==> src/rtl/core/utf8sd_pkg.sv <==
`default_nettype none

package utf8sd_pkg;

   // Default width of the saturating character counter.
   localparam int unsigned COUNT_WIDTH_DEF = 16;

   // Field widths of one result.
   localparam int unsigned CP_W     = 21;
   localparam int unsigned DROP_W   = 3;
   localparam int unsigned LEN_W    = 3;
   localparam int unsigned CCOUNT_W = 16;

   // Most results that one byte can cause.
   localparam int unsigned MAX_RES = 3;
   localparam int unsigned NUM_W   = 2;

   // Byte classification masks and patterns.
   localparam logic [7:0] CONT_MASK  = 8'hC0;
   localparam logic [7:0] CONT_PAT   = 8'h80;
   localparam logic [7:0] ASCII_MASK = 8'h80;
   localparam logic [7:0] LEAD2_MASK = 8'hE0;
   localparam logic [7:0] LEAD2_PAT  = 8'hC0;
   localparam logic [7:0] LEAD3_MASK = 8'hF0;
   localparam logic [7:0] LEAD3_PAT  = 8'hE0;
   localparam logic [7:0] LEAD4_MASK = 8'hF8;
   localparam logic [7:0] LEAD4_PAT  = 8'hF0;

   // Payload masks for continuation and lead bytes.
   localparam logic [7:0] CONT_BITS  = 8'h3F;
   localparam logic [7:0] LEAD2_BITS = 8'h1F;
   localparam logic [7:0] LEAD3_BITS = 8'h0F;
   localparam logic [7:0] LEAD4_BITS = 8'h07;

   // Sequence lengths.
   localparam logic [LEN_W-1:0] LEN_1 = 3'd1;
   localparam logic [LEN_W-1:0] LEN_2 = 3'd2;
   localparam logic [LEN_W-1:0] LEN_3 = 3'd3;
   localparam logic [LEN_W-1:0] LEN_4 = 3'd4;

   // Open sequence state.
   typedef struct packed {
      logic [CP_W-1:0]  partial_value;
      logic [1:0]       bytes_expected;
      logic [1:0]       bytes_held;
      logic [LEN_W-1:0] sequence_length;
   } seq_state_type;

   // One result item.
   typedef struct packed {
      logic [CP_W-1:0]     code_point;
      logic                valid_res;
      logic [DROP_W-1:0]   dropped_bytes;
      logic [LEN_W-1:0]    seq_length;
      logic [CCOUNT_W-1:0] char_count;
      logic                last;
   } rsp_item_type;

   typedef rsp_item_type [MAX_RES-1:0] rsp_group_type;

endpackage

`default_nettype wire

==> src/rtl/core/utf8sd_decode.sv <==
`default_nettype none

module utf8sd_decode
   import utf8sd_pkg::*;
#(
   parameter int unsigned COUNT_WIDTH = COUNT_WIDTH_DEF
) (
   input  wire logic [7:0]             data_byte,
   input  wire logic                   end_of_string,
   input  wire seq_state_type          seq_cur,
   input  wire logic [COUNT_WIDTH-1:0] count_cur,
   output seq_state_type               seq_next,
   output logic [COUNT_WIDTH-1:0]      count_next,
   output rsp_group_type               results,
   output logic [NUM_W-1:0]            result_num
);

   localparam logic [COUNT_WIDTH-1:0] COUNT_MAX = '1;

   // Low 16 bits of the counter, zero-extended for narrow counters.
   function automatic logic [CCOUNT_W-1:0] count_field(input logic [COUNT_WIDTH-1:0] c);
      logic [31:0] wide;
      wide = 32'(c);
      return wide[CCOUNT_W-1:0];
   endfunction

   function automatic rsp_item_type make_item(input logic [CP_W-1:0] cp,
                                              input logic valid,
                                              input logic [DROP_W-1:0] dropped,
                                              input logic [LEN_W-1:0] len,
                                              input logic [CCOUNT_W-1:0] cnt,
                                              input logic last);
      rsp_item_type item;
      item.code_point    = cp;
      item.valid_res     = valid;
      item.dropped_bytes = dropped;
      item.seq_length    = len;
      item.char_count    = cnt;
      item.last          = last;
      return item;
   endfunction

   // One pass over the byte: close or extend the open sequence, decode a lead,
   // then close the string if the end flag is set; a zero byte closes it at once.
   always_comb begin
      seq_state_type     st;
      logic [COUNT_WIDTH-1:0] cnt;
      logic [NUM_W-1:0]  n;
      logic              consumed;
      logic [DROP_W-1:0] held_drop;

      st        = seq_cur;
      cnt       = count_cur;
      n         = '0;
      consumed  = 1'b0;
      held_drop = '0;
      results   = '0;

      if (data_byte == 8'h00) begin
         // A zero byte ends the string and is not itself counted.
         held_drop  = (st.bytes_expected != 2'd0) ? {1'b0, st.bytes_held} : '0;
         results[0] = make_item('0, 1'b0, held_drop, '0, count_field(cnt), 1'b1);
         n          = NUM_W'(1);
         st         = '0;
         cnt        = '0;
      end else begin
         // Continue or abandon an open sequence.
         if (st.bytes_expected != 2'd0) begin
            if ((data_byte & CONT_MASK) == CONT_PAT) begin
               consumed         = 1'b1;
               st.partial_value = {st.partial_value[CP_W-7:0], data_byte[5:0] & CONT_BITS[5:0]};
               st.bytes_held    = st.bytes_held + 2'd1;
               st.bytes_expected = st.bytes_expected - 2'd1;
               if (st.bytes_expected == 2'd0) begin
                  if (cnt != COUNT_MAX) begin
                     cnt = cnt + 1'b1;
                  end
                  results[n] = make_item(st.partial_value, 1'b1, '0, st.sequence_length,
                                         count_field(cnt), 1'b0);
                  n          = n + 1'b1;
                  st         = '0;
               end
            end else begin
               results[n] = make_item('0, 1'b0, {1'b0, st.bytes_held}, '0,
                                      count_field(cnt), 1'b0);
               n          = n + 1'b1;
               st         = '0;
            end
         end

         // Read the byte as a lead.
         if (!consumed) begin
            if ((data_byte & ASCII_MASK) == 8'h00) begin
               if (cnt != COUNT_MAX) begin
                  cnt = cnt + 1'b1;
               end
               results[n] = make_item(CP_W'(data_byte), 1'b1, '0, LEN_1,
                                      count_field(cnt), 1'b0);
               n          = n + 1'b1;
            end else if ((data_byte & LEAD2_MASK) == LEAD2_PAT) begin
               st.partial_value   = CP_W'(data_byte & LEAD2_BITS);
               st.bytes_expected  = 2'd1;
               st.bytes_held      = 2'd1;
               st.sequence_length = LEN_2;
            end else if ((data_byte & LEAD3_MASK) == LEAD3_PAT) begin
               st.partial_value   = CP_W'(data_byte & LEAD3_BITS);
               st.bytes_expected  = 2'd2;
               st.bytes_held      = 2'd1;
               st.sequence_length = LEN_3;
            end else if ((data_byte & LEAD4_MASK) == LEAD4_PAT) begin
               st.partial_value   = CP_W'(data_byte & LEAD4_BITS);
               st.bytes_expected  = 2'd3;
               st.bytes_held      = 2'd1;
               st.sequence_length = LEN_4;
            end else begin
               // Stray continuation or an impossible lead.
               results[n] = make_item('0, 1'b0, DROP_W'(1), '0, count_field(cnt), 1'b0);
               n          = n + 1'b1;
            end
         end

         // End flag: report and drop whatever is still open.
         if (end_of_string) begin
            held_drop  = (st.bytes_expected != 2'd0) ? {1'b0, st.bytes_held} : '0;
            results[n] = make_item('0, 1'b0, held_drop, '0, count_field(cnt), 1'b1);
            n          = n + 1'b1;
            st         = '0;
            cnt        = '0;
         end
      end

      seq_next   = st;
      count_next = cnt;
      result_num = n;
   end

endmodule

`default_nettype wire

==> src/rtl/core/utf8_stream_decoder.sv <==
`default_nettype none

// UTF-8 stream decoder. Each request carries one byte of a string and is
// decoded in the cycle it is accepted; the up to three results it causes are
// held in a small result register and leave at one per cycle while rsp_tready
// is high. A new request is taken in the same cycle the last pending result
// leaves, so the sustained rate is one byte per cycle when each byte yields
// at most one result and rsp_tready stays high; otherwise the next byte
// waits for the last result to leave. A zero byte or tlast on a request
// closes the string with an end report (rsp_tlast high) that carries the
// character count and any bytes of an unfinished sequence as dropped bytes.
// Code points are not checked for overlong forms, surrogates or the Unicode
// upper limit.
module utf8_stream_decoder
   import utf8sd_pkg::*;
#(
   parameter int unsigned COUNT_WIDTH = COUNT_WIDTH_DEF
) (
   input  wire logic        clock,
   input  wire logic        reset,
   input  wire logic        req_tvalid,
   output logic             req_tready,
   input  wire logic [7:0]  req_tdata,   // [7:0] data_byte
   input  wire logic        req_tlast,   // end_of_string
   output logic             rsp_tvalid,
   input  wire logic        rsp_tready,
   output logic [47:0]      rsp_tdata,   // [20:0] code_point, [23:21] dropped_bytes,
                                         // [26:24] seq_length, [42:27] char_count,
                                         // [47:43] zero
   output logic [0:0]       rsp_tuser,   // [0] valid_res
   output logic             rsp_tlast    // last
);

   seq_state_type          seq_ff, seq_in;
   logic [COUNT_WIDTH-1:0] count_ff, count_in;
   rsp_group_type          res_ff, res_in;
   logic [NUM_W-1:0]       num_ff, num_in;

   seq_state_type          seq_next;
   logic [COUNT_WIDTH-1:0] count_next;
   rsp_group_type          dec_results;
   logic [NUM_W-1:0]       dec_num;
   logic                   req_fire;
   logic                   rsp_fire;

   utf8sd_decode #(
      .COUNT_WIDTH(COUNT_WIDTH)
   ) u_decode (
      .data_byte    (req_tdata),
      .end_of_string(req_tlast),
      .seq_cur      (seq_ff),
      .count_cur    (count_ff),
      .seq_next     (seq_next),
      .count_next   (count_next),
      .results      (dec_results),
      .result_num   (dec_num)
   );

   // Handshakes: a new request is taken once the last pending result leaves.
   assign rsp_fire   = rsp_tvalid && rsp_tready;
   assign req_tready = (num_ff == '0) || ((num_ff == NUM_W'(1)) && rsp_tready);
   assign req_fire   = req_tvalid && req_tready;

   // Result register: loads a new group or shifts the next result to the front.
   always_comb begin
      seq_in   = seq_ff;
      count_in = count_ff;
      res_in   = res_ff;
      num_in   = num_ff;
      if (rsp_fire) begin
         res_in[0] = res_ff[1];
         res_in[1] = res_ff[2];
         res_in[2] = '0;
         num_in    = num_ff - 1'b1;
      end
      if (req_fire) begin
         seq_in   = seq_next;
         count_in = count_next;
         res_in   = dec_results;
         num_in   = dec_num;
      end
   end

   always_ff @(posedge clock) begin
      if (reset) begin
         seq_ff   <= '0;
         count_ff <= '0;
         num_ff   <= '0;
      end else begin
         seq_ff   <= seq_in;
         count_ff <= count_in;
         num_ff   <= num_in;
      end
   end

   always_ff @(posedge clock) begin
      res_ff <= res_in;
   end

   // Output packing.
   assign rsp_tvalid = (num_ff != '0);
   assign rsp_tdata  = {5'b0, res_ff[0].char_count, res_ff[0].seq_length,
                        res_ff[0].dropped_bytes, res_ff[0].code_point};
   assign rsp_tuser  = res_ff[0].valid_res;
   assign rsp_tlast  = res_ff[0].last;

   // An open sequence always accounts for its full length.
   assert property (@(posedge clock) disable iff (reset)
      (seq_ff.bytes_expected != 2'd0) |->
         ((3'(seq_ff.bytes_held) + 3'(seq_ff.bytes_expected)) == seq_ff.sequence_length))
      else $error("open sequence length does not match bytes held and expected");

   // A zero byte yields exactly one result, the end report, and clears the state.
   assert property (@(posedge clock) disable iff (reset)
      (req_fire && (req_tdata == 8'h00)) |=>
         ((num_ff == NUM_W'(1)) && res_ff[0].last && (seq_ff == '0) && (count_ff == '0)))
      else $error("zero byte did not produce a single end report");

   // A decoded character never closes the string and never drops bytes.
   assert property (@(posedge clock) disable iff (reset)
      (rsp_tvalid && rsp_tuser[0]) |->
         (!rsp_tlast && (res_ff[0].dropped_bytes == '0) && (res_ff[0].seq_length != '0)))
      else $error("valid character result carries drop or end marking");

endmodule

`default_nettype wire

==> config.mk <==
export PLATFORM = sky130hd
export DESIGN_NAME = utf8_stream_decoder
export DESIGN_NICKNAME = d
export VERILOG_FILES = /design/src/rtl/core/utf8sd_pkg.sv /design/src/rtl/core/utf8sd_decode.sv /design/src/rtl/core/utf8_stream_decoder.sv
export SDC_FILE = /design/constraint.sdc
export NUM_CORES = 1
export LEC_CHECK = 0
export BUFFER_PORTS_ARGS = -buffer_cell sky130_fd_sc_hd__buf_4
export CELL_PAD_IN_SITES_DETAIL_PLACEMENT = 1
export CELL_PAD_IN_SITES_GLOBAL_PLACEMENT = 1
export CORE_UTILIZATION = 51
export DETAILED_ROUTE_END_ITERATION = 10
export PLACE_DENSITY = 0.88
export SYNTH_ARGS = -nofsm -noshare
export SYNTH_HDL_FRONTEND = slang
export SYNTH_SLANG_ARGS = --single-unit
==> constraint.sdc <==
create_clock -name clock -period 8.4 [get_ports clock]
set_input_delay 0.84 -clock clock [delete_from_list [all_inputs] [get_ports clock]]
set_output_delay 0.84 -clock clock [all_outputs]
set_load 0.01 [all_outputs]
After elaboration in Yosys (flattened, before gate mapping)
Cells that the tools add are included.
{ "word_totals": {"output_inout_bits": 52, "input_bits": 13, "reg_bits": 181, "word_cells": 122} }
{ "op_classes": {"order_cmp": 4, "n_reduce_logical": 14, "eq_ne": 7, "muxes": 66, "n_addsub": 7} }
{ "ops": {"columns": ["operator", "n"], "rows": [
  ["$mux 135", 9],
  ["$bwmux 135", 3],
  ["$mux 45", 7],
  ["$mux 28", 11],
  ["$mux 16", 14],
  ["$demux 45 s2", 2],
  ["$mux 90", 1],
  ["$add 16x1->16 const B", 2],
  ["$ne 16x16->1 const B", 2],
  ["$mux 2", 14],
  ["$logic_not 8->1", 2],
  ["$reduce_bool 2->1", 4],
  ["$add 2x1->2 const B", 3],
  ["$lt 2x3->1 const B", 2],
  ["$eq 5x5->1 const B", 1],
  ["$logic_and 1x1->1", 5],
  ["$mux 1", 5],
  ["$eq 4x4->1 const B", 1],
  ["$ge 2x1->1 const B", 2],
  ["$logic_not 2->1", 2],
  ["$sub 2x1->2 const B", 2],
  ["$eq 3x3->1 const B", 1],
  ["$eq 2x1->1 const B", 1],
  ["$eq 2x2->1 const B", 1],
  ["$logic_or 1x1->1", 1]
]} }

Longest topological paths before layout
{ "logic_depth": {"depth_word": 21, "depth_mapped": 18, "depth_no_buf": 15} }

Cells and area by module
Synthesis repeated with hierarchy kept, for this count alone.
{ "hier_totals": {"cells_unflattened": 1297, "area_unflattened_um2": 12079.1} }
{ "modules_own_cells": {"columns": ["mod", "area_per_inst_um2", "cells_per_inst", "seq_area_each_um2", "n_inst"], "rows": [
  ["utf8_stream_decoder", 7662.3, 558, 4974.8, 1],
  ["utf8sd_decode", 4416.7, 739, 0.0, 1]
]} }

Least setup slack after synthesis
OpenSTA, ideal clock, no wires.
{ "synth_timing": {"path_type": "in2reg", "start": "input req_tdata[7]", "end": "register res_ff (netlist bit rsp_tdata[27]) (data pin)", "required_time_ns": 8.135, "path_slack_ns": 4.164, "path_buffers": 3, "cell_stages": 18, "arrival_time_ns": 3.971, "setup_time_ns": 0.265, "path_cell_list": "buf_2 > nor2b_1 > clkbuf_1 > a21o_1 > inv_1 > clkbuf_1 > ha_1 > nor3_1 > a21oi_1 > o21ai_0 > ha_1 > nand2_1 > nor2_1 > nand2_1 > o221ai_1 > or4_1 > a31oi_1 > or3_1"} }
{ "synth_lines": {"columns": ["item", "line_no", "text"], "rows": [
  ["from (decl)", "utf8_stream_decoder.sv:23", "input wire logic [7:0] req_tdata,"],
  ["to (signal assigned)", "utf8_stream_decoder.sv:97", "res_ff <= res_in;"],
  ["to (decl)", "utf8_stream_decoder.sv:36", "rsp_group_type res_ff, res_in;"]
]} }

==> flow_summary.yaml <==
timing:
  hold_violations: 0
  setup_viol: 0
  slew_viol_final: 0
  worst_slew_pin_slew_ns: 1.29
  final.min_clock_period_ns: 5.56
  max_slew_margin_pct: 13.3
  fin_skew_ns: 0.0147
  tns_ns: 0
  fin_crit_sh_pct: 66.2
  rsz0062_at_grt: "no"
  max_freq_mhz: 180
clocking:
  post-cts-setup-buffer-count: 0
  ctsResizeCount: 0
  cts_tree: "yes"
  clock-sinks: 131
  postCtsHoldBufs: 0
  cts-root-buf: "clkbuf_16"
  clk_latency_ns: 0.43
  clk_path_buf_depth: 2
  clk_pin_slew_ns: 0.07
  htreeDepth: 4
  cts_buffers: 17
yosys:
  synth_seq_cells: 131
  async_reset_ff_share_pct: 0
  ys_warn_count: 0
  synth_edf_count: 91
  synth.avg_cell_area_sq_um: 9.26
  netlist_area_sq_mm: 0.00863
  synth_cell_type_count: 90
  synthFlopType: "edfxtp_1"
  syn-instance-count: 932
  ys_seq_area_share_pct: 40.9
cells_and_area:
  final_area_sq_mm: 0.00934
  final_cell_mix: "nor2_1, edfxtp_1, nand2_1, buf_4, o21ai_0"
  area_delta_synth_final_pct: 8.23
  seq_area_sq_mm: 0.00353
  final_common_cell: "nor2_1"
  multi_input_area_sq_mm: 0.00435
  fin_nets: 928
  diodes: 0
  drive_above_1_share_pct: 16.2
  final.fill_count: 1860
detailed_routing:
  antenna_left: 0
  dr.pass1.iters: 5
  wl_per_cell_um: 26.0
  vias: 7789
  drc: 0
  via_per_inst: 6.84
  drt_wl_total_um: 29600
  drt_first_iter_violations: 887
global_routing:
  grt_pass1_wl_um: 45000
  grt.total_usage_pct: 34.1
  grt_max_degree: 92
  grt_pass1_vias: 7516
  grt_antenna_before_repair: 1
  use_met2_pct: 50.9
  grt.busiest_layer: "met2"
  grt_util_met1_pct: 47.1
  global_route.usage.met3_pct: 8.19
  globalRouteOverflowTotal: 0
worst_hold_path:
  worstHoldStart: "seq_ff[21]"
  holdPathStages: 2
  hold_path.class: "reg -> reg"
  worstHoldEndpoint: "seq_ff[21]"
die:
  coreArea_sq_mm: 0.0165
  rows: 47
  die_height_um: 132
  die_w_um: 132
  die_area_sq_mm: 0.0174
  ios: 65
  initial_utilization_pct: 52.2
worst_setup_path:
  r2r_cells: 14
  path_class: "reg -> reg"
  r2r-end: "rsp_tdata[28]"
  start_kind: "register"
  r2r_slack_ns: 2.84
  cp.required_ns: 8.56
  cp_max_fo: 16
  arrival_ns: 5.72
  crit_path_end_kind: "register"
  r2r-start: "count_ff[0]"
power:
  power_density_mw_per_mm2: 218
  vdd_drop_max_v: 0.000168
  p_leak_nw: 3.34
outcome:
  status: "completed"
place:
  place_congestion: 0.986
  dp_hpwl_um: 20000
  dpl_cell_area_sq_mm: 0.00874
  portBuffers: 58
flow_run:
  drv_cap: 0
==> synthesized netlist by cell type, types with 6 or more instances <==
library cell | instances | area (sq um)
dfxtp_1 | 40 | 801
nor3_1 | 14 | 70.1
nand2_1 | 81 | 304
xor2_1 | 8 | 70.1
buf_2 | 17 | 85.1
buf_6 | 6 | 67.6
a211oi_1 | 13 | 97.6
o21ai_1 | 14 | 70.1
xnor2_1 | 12 | 105
clkbuf_1 | 43 | 161
nand3_1 | 21 | 105
nor2_1 | 98 | 368
o221ai_1 | 6 | 52.6
ha_1 | 10 | 125
o21ai_0 | 56 | 280
o211ai_1 | 6 | 45.0
and3_1 | 9 | 56.3
or3_1 | 12 | 75.1
a31oi_1 | 9 | 56.3
inv_1 | 14 | 52.6
edfxtp_1 | 91 | 2730
a21oi_1 | 47 | 235
nand3b_1 | 7 | 52.6
and2_1 | 31 | 194
and4_1 | 9 | 78.8
a22oi_1 | 38 | 285
buf_4 | 52 | 390
a22o_1 | 12 | 105
o31ai_1 | 10 | 75.1
mux2i_1 | 13 | 130
==> worst max-delay path, stage by stage (launching register included) <==
cell     delay [ns]
dfxtp_1        0.67
ha_1           0.46
nand3_1        0.35
nor4_2         0.54
nor2_1         0.29
mux2_2         0.37
ha_1           0.23
inv_1          0.10
nor3_1         0.25
o21ai_1        0.28
nor3_4         0.58
and3_1         0.53
mux2_2         0.39
a21oi_1        0.18
a21oi_1        0.06
==> cells by family after synthesis <==
| kind of cell | count (synthesis) | share of synthesized area [%] |
|---|---|---|
| AOI/OAI and AO/OA | 283 | 23.4 |
| other | 1 | 0.0434 |
| muxes | 20 | 2.59 |
| adders and majority gates | 10 | 1.45 |
| buffers and inverters | 136 | 8.94 |
| xor gates and xnor gates | 20 | 2.03 |
| DFF | 131 | 40.9 |
| and+or+nand+nor | 331 | 20.6 |
==> power by group <==
| group | internal [W] | switching, W | total, W |
|---|---|---|---|
| clock | 0.000455 | 0.000320 | 0.000774 |
| sequential | 0.000816 | 0.0000331 | 0.000849 |
| combinational | 0.000140 | 0.000273 | 0.000413 |
| total | 0.00141 | 0.000626 | 0.00204 |
==> routing by layer <==
metal	up-vias	share of wire [%]
li1	3399	-
met1	3873	42
met2	432	45
met3	83	9.4
met4	2	3.6
met5	-	0.044
==> cell type report <==
class	count	area share, %
clock buffer	18	4.70
clock inverter	14	1.78
inverter	15	0.630
multi-input combinational	671	46.6
sequential	131	37.8
tap	220	2.95
timing repair buffer	69	5.55
==> worst max path at each step <==
stage	start	end	slack [ns]	cells after the start
5_1_grt	count_ff[0]	rsp_tdata[27]	2.39	14
6_report	count_ff[0]	rsp_tdata[28]	2.84	14
4_1_cts	count_ff[0]	rsp_tdata[27]	3.03	14
3_3_place_gp	req_tdata[7]	rsp_tdata[28]	3.17	13
3_5_place_dp	req_tdata[7]	rsp_tdata[27]	3.00	15
2_1_floorplan	req_tdata[7]	rsp_tdata[27]	4.16	18
==> registers in the layout, indices dropped and copies added (netlist names) <==
name and flops:
rsp_tdata 42, count_ff 16, res_ff 47, rsp_tlast 1, rsp_tuser 1, seq_ff 22, num_ff 2
==> through the flow <==
stage	utilization (%)	total power [W]	worst slack, ns	std cells	hold slack, ns
after floorplan	-	0.00114	4.16	938	0.441
after global placement	52.9	0.00125	3.17	1106	0.458
after detailed placement	52.9	0.00127	3.00	1106	0.478
after CTS	56.5	0.00203	3.03	1138	0.491
after global routing	56.5	0.00209	2.39	1138	0.507
final	56.5	0.00204	2.84	1138	0.493
(Power assumes the default switching activity.)
